<file path="src/sv/tap_pkg.sv">
// ----------------------------------------------------------------------------
// tap_pkg
// shared constants of the triangle area and perimeter unit
// ----------------------------------------------------------------------------
package tap_pkg;

  // default coordinate width, signed q8.8
  localparam int unsigned CoordBitsDef = 16;

endpackage

</file>
<file path="src/sv/tap_isqrt_pipe.sv">
// ----------------------------------------------------------------------------
// tap_isqrt_pipe
// pipelined integer square root, one root bit resolved per register stage
// ----------------------------------------------------------------------------
module tap_isqrt_pipe #(
  parameter int unsigned COORD_BITS = tap_pkg::CoordBitsDef
) (
  input  logic                  clk_i,
  input  logic                  en_i,    // advance all stages
  input  logic [2*COORD_BITS:0] rad_i,   // radicand
  output logic [COORD_BITS:0]   root_o   // floor of the square root
);

  localparam int unsigned K  = COORD_BITS + 1;  // root bits and stage count
  localparam int unsigned RW = 2 * K;           // padded radicand width
  localparam int unsigned MW = K + 3;           // partial remainder width

  logic [RW-1:0] rad_q  [K-1];
  logic [MW-1:0] rem_q  [K];
  logic [K-1:0]  root_q [K];

  for (genvar j = 0; j < K; j++) begin : g_stage
    logic [RW-1:0] src_rad;
    logic [MW-1:0] src_rem;
    logic [K-1:0]  src_root;
    logic [MW-1:0] cur;
    logic [MW-1:0] trial;
    logic [MW-1:0] rem_d;
    logic [K-1:0]  root_d;

    if (j == 0) begin : g_first
      assign src_rad  = {1'b0, rad_i};
      assign src_rem  = '0;
      assign src_root = '0;
    end else begin : g_next
      assign src_rad  = rad_q[j-1];
      assign src_rem  = rem_q[j-1];
      assign src_root = root_q[j-1];
    end

    // bring down the next two radicand bits and try root*4+1
    always_comb begin
      cur   = {src_rem[MW-3:0], src_rad[RW-1:RW-2]};
      trial = {1'b0, src_root, 2'b01};
      if (cur >= trial) begin
        rem_d  = cur - trial;
        root_d = {src_root[K-2:0], 1'b1};
      end else begin
        rem_d  = cur;
        root_d = {src_root[K-2:0], 1'b0};
      end
    end

    always_ff @(posedge clk_i) begin
      if (en_i) begin
        rem_q[j]  <= rem_d;
        root_q[j] <= root_d;
      end
    end

    if (j < K - 1) begin : g_rad
      always_ff @(posedge clk_i) begin
        if (en_i) begin
          rad_q[j] <= {src_rad[RW-3:0], 2'b00};
        end
      end
    end
  end

  assign root_o = root_q[K-1];

endmodule

</file>
<file path="config.mk">
export PLATFORM = sky130hd
export DESIGN_NAME = tap_isqrt_pipe
export DESIGN_NICKNAME = d
export VERILOG_FILES = /design/src/sv/tap_pkg.sv /design/src/sv/tap_isqrt_pipe.sv
export SDC_FILE = /design/constraint.sdc
export NUM_CORES = 1
export LEC_CHECK = 0
export BUFFER_PORTS_ARGS = -buffer_cell sky130_fd_sc_hd__buf_2
export CAP_MARGIN = 25
export CORE_UTILIZATION = 45
export DETAILED_ROUTE_END_ITERATION = 7
export GPL_TIMING_DRIVEN = 0
export SKIP_CTS_REPAIR_TIMING = 1
export SLEW_MARGIN = 40
export SYNTH_ARGS = -nofsm -noshare
export SYNTH_HDL_FRONTEND = slang
export SYNTH_SLANG_ARGS = --single-unit
</file>
<file path="constraint.sdc">
create_clock -name clk_i -period 4.6 [get_ports clk_i]
set_input_delay 0.92 -clock clk_i [delete_from_list [all_inputs] [get_ports clk_i]]
set_output_delay 0.92 -clock clk_i [all_outputs]
set_load 0.02 [all_outputs]
</file>
==> reports/qor.txt <==
Status: complete, no violations
MaxCap Viol Count: 0
TritonCTS buffer count: 74
Clock Skews: 0.02679 ns
Worst slew pin tran: 0.7288 ns
R2R depth: 8
Starting DRT DRC Count: 1259
Min-Delay Path Class: reg2reg
M1 wire length: 26860 um
Row count: 97
Clock sinks: 689
Final hold viol count: 0
Largest fanout on the critical path: 10
Worst Setup End Kind: flop
Post-synth ARST share: 0
Router iterations before antenna repair: 6
I/O Pins: 52
Die X: 269.1 um
Fin. max-slew vios: 0
Mean Syn Cell Area: 13.34 um2
CP startpoint kind: flop
Die Footprint: 72430 um2
Largest area contributor in the netlist: edfxtp_1
Hold Slack: 0.4084 ns
R2R setup slack: 0.86 ns
ANT nets after route: 0
Worst Hold Depth: 0
Placed cell area: 33730 um2
Crit Path Category: reg2reg
PnR worst setup slack: 0.8569 ns
Wirelength per Cell: 16.27 um
Syn. warnings: 0
Vias: 18.80k
Most used DFF post-synth: edfxtp_1
GP Congestion: 0.9248
Final total power: 16.54 mW
Met2 WL: 26290 um
Worst EP arrival: 4.07 ns
CTS max path bufs: 3
Starting Density: 0.4570
Fill cell total of the finished layout: 5874
Post-Syn Nets: 2612
Critical Path RT: 4.93 ns
Critical R2R Launch: rem_q[0][225]$_DFFE_PP_
Clock-pin slew on the worst setup and hold paths: 0.06 ns
Leakage: 13.74 nW
Power per Cell Area: 457.9 nW/um2
Antenna diode count: 0
I/O Buffers: 51
Setup violators final: 0
H-tree Lvls: 3
DRC viols: 0
Multi-input logic area: 10490 um2
Sequential-to-total area share from yosys stat: 0.6443
Worst slew margin: 0.5080
Final total negative setup slack: 0 ns
Number of global-route vias before repair: 18.65k
EDFF count, synth: 689
Highest clock rate: 267.2 MHz
Distinct cells, synth: 92
Tcrit/Tclk final: 0.8137
Gate Count Post-Synth: 2407
Dpl hpwl: 40770 um
Final min period: 3.743 ns
Worst vdd ir: 0.5098 mV
Largest net degree at the start of global routing: 117
Die height: 269.1 um
Grt ovf: 0
Worst hold path endpoint: rad_q[0][126]$_DFFE_PP_
RSZ-0062 raised after global routing: false
First-pass GRT wire length: 93910 um
CTS tree: yes
Synthesis-to-layout area growth: 12.50%
DR vias/cell: 5.314
Met3 WL: 3241 um
Hold path startpoint: rad_q[0][92]$_DFFE_PP_
Register area: 20690 um2
Antenna violations before repair: 0
Routed WL: 57560 um
Reg2reg end: rem_q[0][252]$_DFFE_PP_
Core Area: 70270 um2
Dpl ws: 1.025 ns
Total global-route track usage: 0.1579
Clock root buffer: clkbuf_16
Post-route cell area: 36130 um2
Layout cells sized above 1: 0.1005
Post-synth top area share: 0.6443
Synth Register Bits: 689
Top area cells in the synthesized netlist: edfxtp_1 64%, ha_1 6.6%, xnor2_1 2.8%
Nets@finish: 2745
Clk_lat worst skew: 0.62 ns
Top layer in use: met4
Mapped cell area: 32110 um2
==> metal layers <==
metal,track usage,vias to the layer above
met5,0,-
met1,0.2162,8978
met3,0.03170,93
met4,0.05173,0
li1,-,9290
met2,0.2520,440
==> area by class of cell <==
cell class                 instances  share of cell area
sequential                       689              0.5727
multi-input combinational       1473              0.2903
clock buffer                      90             0.05292
tap                              940             0.03256
inverter                         211             0.02192
clock inverter                    44             0.01330
timing repair buffer              57             0.01205
buffer                            34            0.004225
==> power breakdown <==
part	switching (mW)	internal, mW
clock	2.48	3.30
combinational	1.51	1.12
sequential	0.362	7.77
total	4.35	12.2
==> through the flow <==
| step | cells | util |
|---|---|---|
| finish | 3538 | 0.5141 |
| global route | 3538 | 0.5141 |
| CTS | 3538 | 0.5141 |
| detailed placement | 3404 | 0.4800 |
| global placement | 3398 | 0.4773 |
| floorplan | 2407 | - |
==> synth_stat cells, types with 5 or more instances <==
master       n
or2_2        5
clkbuf_1    21
nand4b_1     5
ha_1       170
mux2_2      50
a2111oi_0    8
o31ai_1     12
nor2b_1     20
and3_1       8
a31oi_1      7
nand3_1     39
buf_2       11
o21bai_1     6
nor3_1      63
a21boi_0     7
and2_1       6
nor4b_1      5
inv_1      210
nand4_1     25
edfxtp_1   689
nor2_1     174
xor2_1      81
o211ai_1    18
or3_1       27
o2111ai_1    7
mux2i_1     11
o21ai_0     99
a21o_1      27
or4_1       11
a21oi_1    158
o21a_1      27
nor4_1      27
nand2b_1    32
nand2_1    112
nand3b_1     6
a211oi_1    27
xnor2_1    101
==> worst max path at each step <==
stage | startpoint | to | slack (ns) | depth (start not counted)
floorplan | rem_q[0][244]$_DFFE_PP_ | rem_q[0][277]$_DFFE_PP_ | 2.13 | 8
global placement | en_i | rem_q[0][153]$_DFFE_PP_ | -7.54 | 1
detailed placement | rem_q[0][225]$_DFFE_PP_ | rem_q[0][252]$_DFFE_PP_ | 1.02 | 8
CTS | rem_q[0][225]$_DFFE_PP_ | rem_q[0][252]$_DFFE_PP_ | 0.99 | 8
global route | rem_q[0][225]$_DFFE_PP_ | rem_q[0][252]$_DFFE_PP_ | 0.64 | 8
finish | rem_q[0][225]$_DFFE_PP_ | rem_q[0][252]$_DFFE_PP_ | 0.86 | 8
==> sequential cells by signal, summed over array words and instances, names as in the netlist <==
signal,flops
rad_q,272
root_q,153
rem_q,264
==> critical path, cell delays in order (launching register included) <==
cell	delay [ns]
edfxtp_1	0.39
ha_1	0.29
clkbuf_1	0.28
nand4_1	0.27
a211oi_1	0.58
o21ai_0	0.37
nand4_1	0.56
clkbuf_1	0.52
o32ai_1	0.18
==> cells in the final DEF, fill, tap and decap left out, types with 50 or more instances in the layout <==
master	n
xnor2_1	101
a21oi_1	158
xor2_1	81
ha_1	170
o21ai_0	99
inv_1	210
nand2_1	112
clkbuf_16	74
nor2_1	174
buf_2	61
mux2_2	50
nor3_1	63
edfxtp_1	689
==> cell families after synthesis <==
kind of cell             Yosys count  share of synthesized area
buffers and inverters            245                    0.02942
XOR/XNOR                         182                    0.04964
other                              1                  0.0001168
AO/OA/AOI/OAI                    461                    0.09215
AND/OR/NAND/NOR                  597                    0.09679
flip-flops                       689                     0.6443
adder cells (fa/ha/maj)          170                    0.06624
multiplexers                      62                    0.02131
Power figures use the tool's default switching activity.
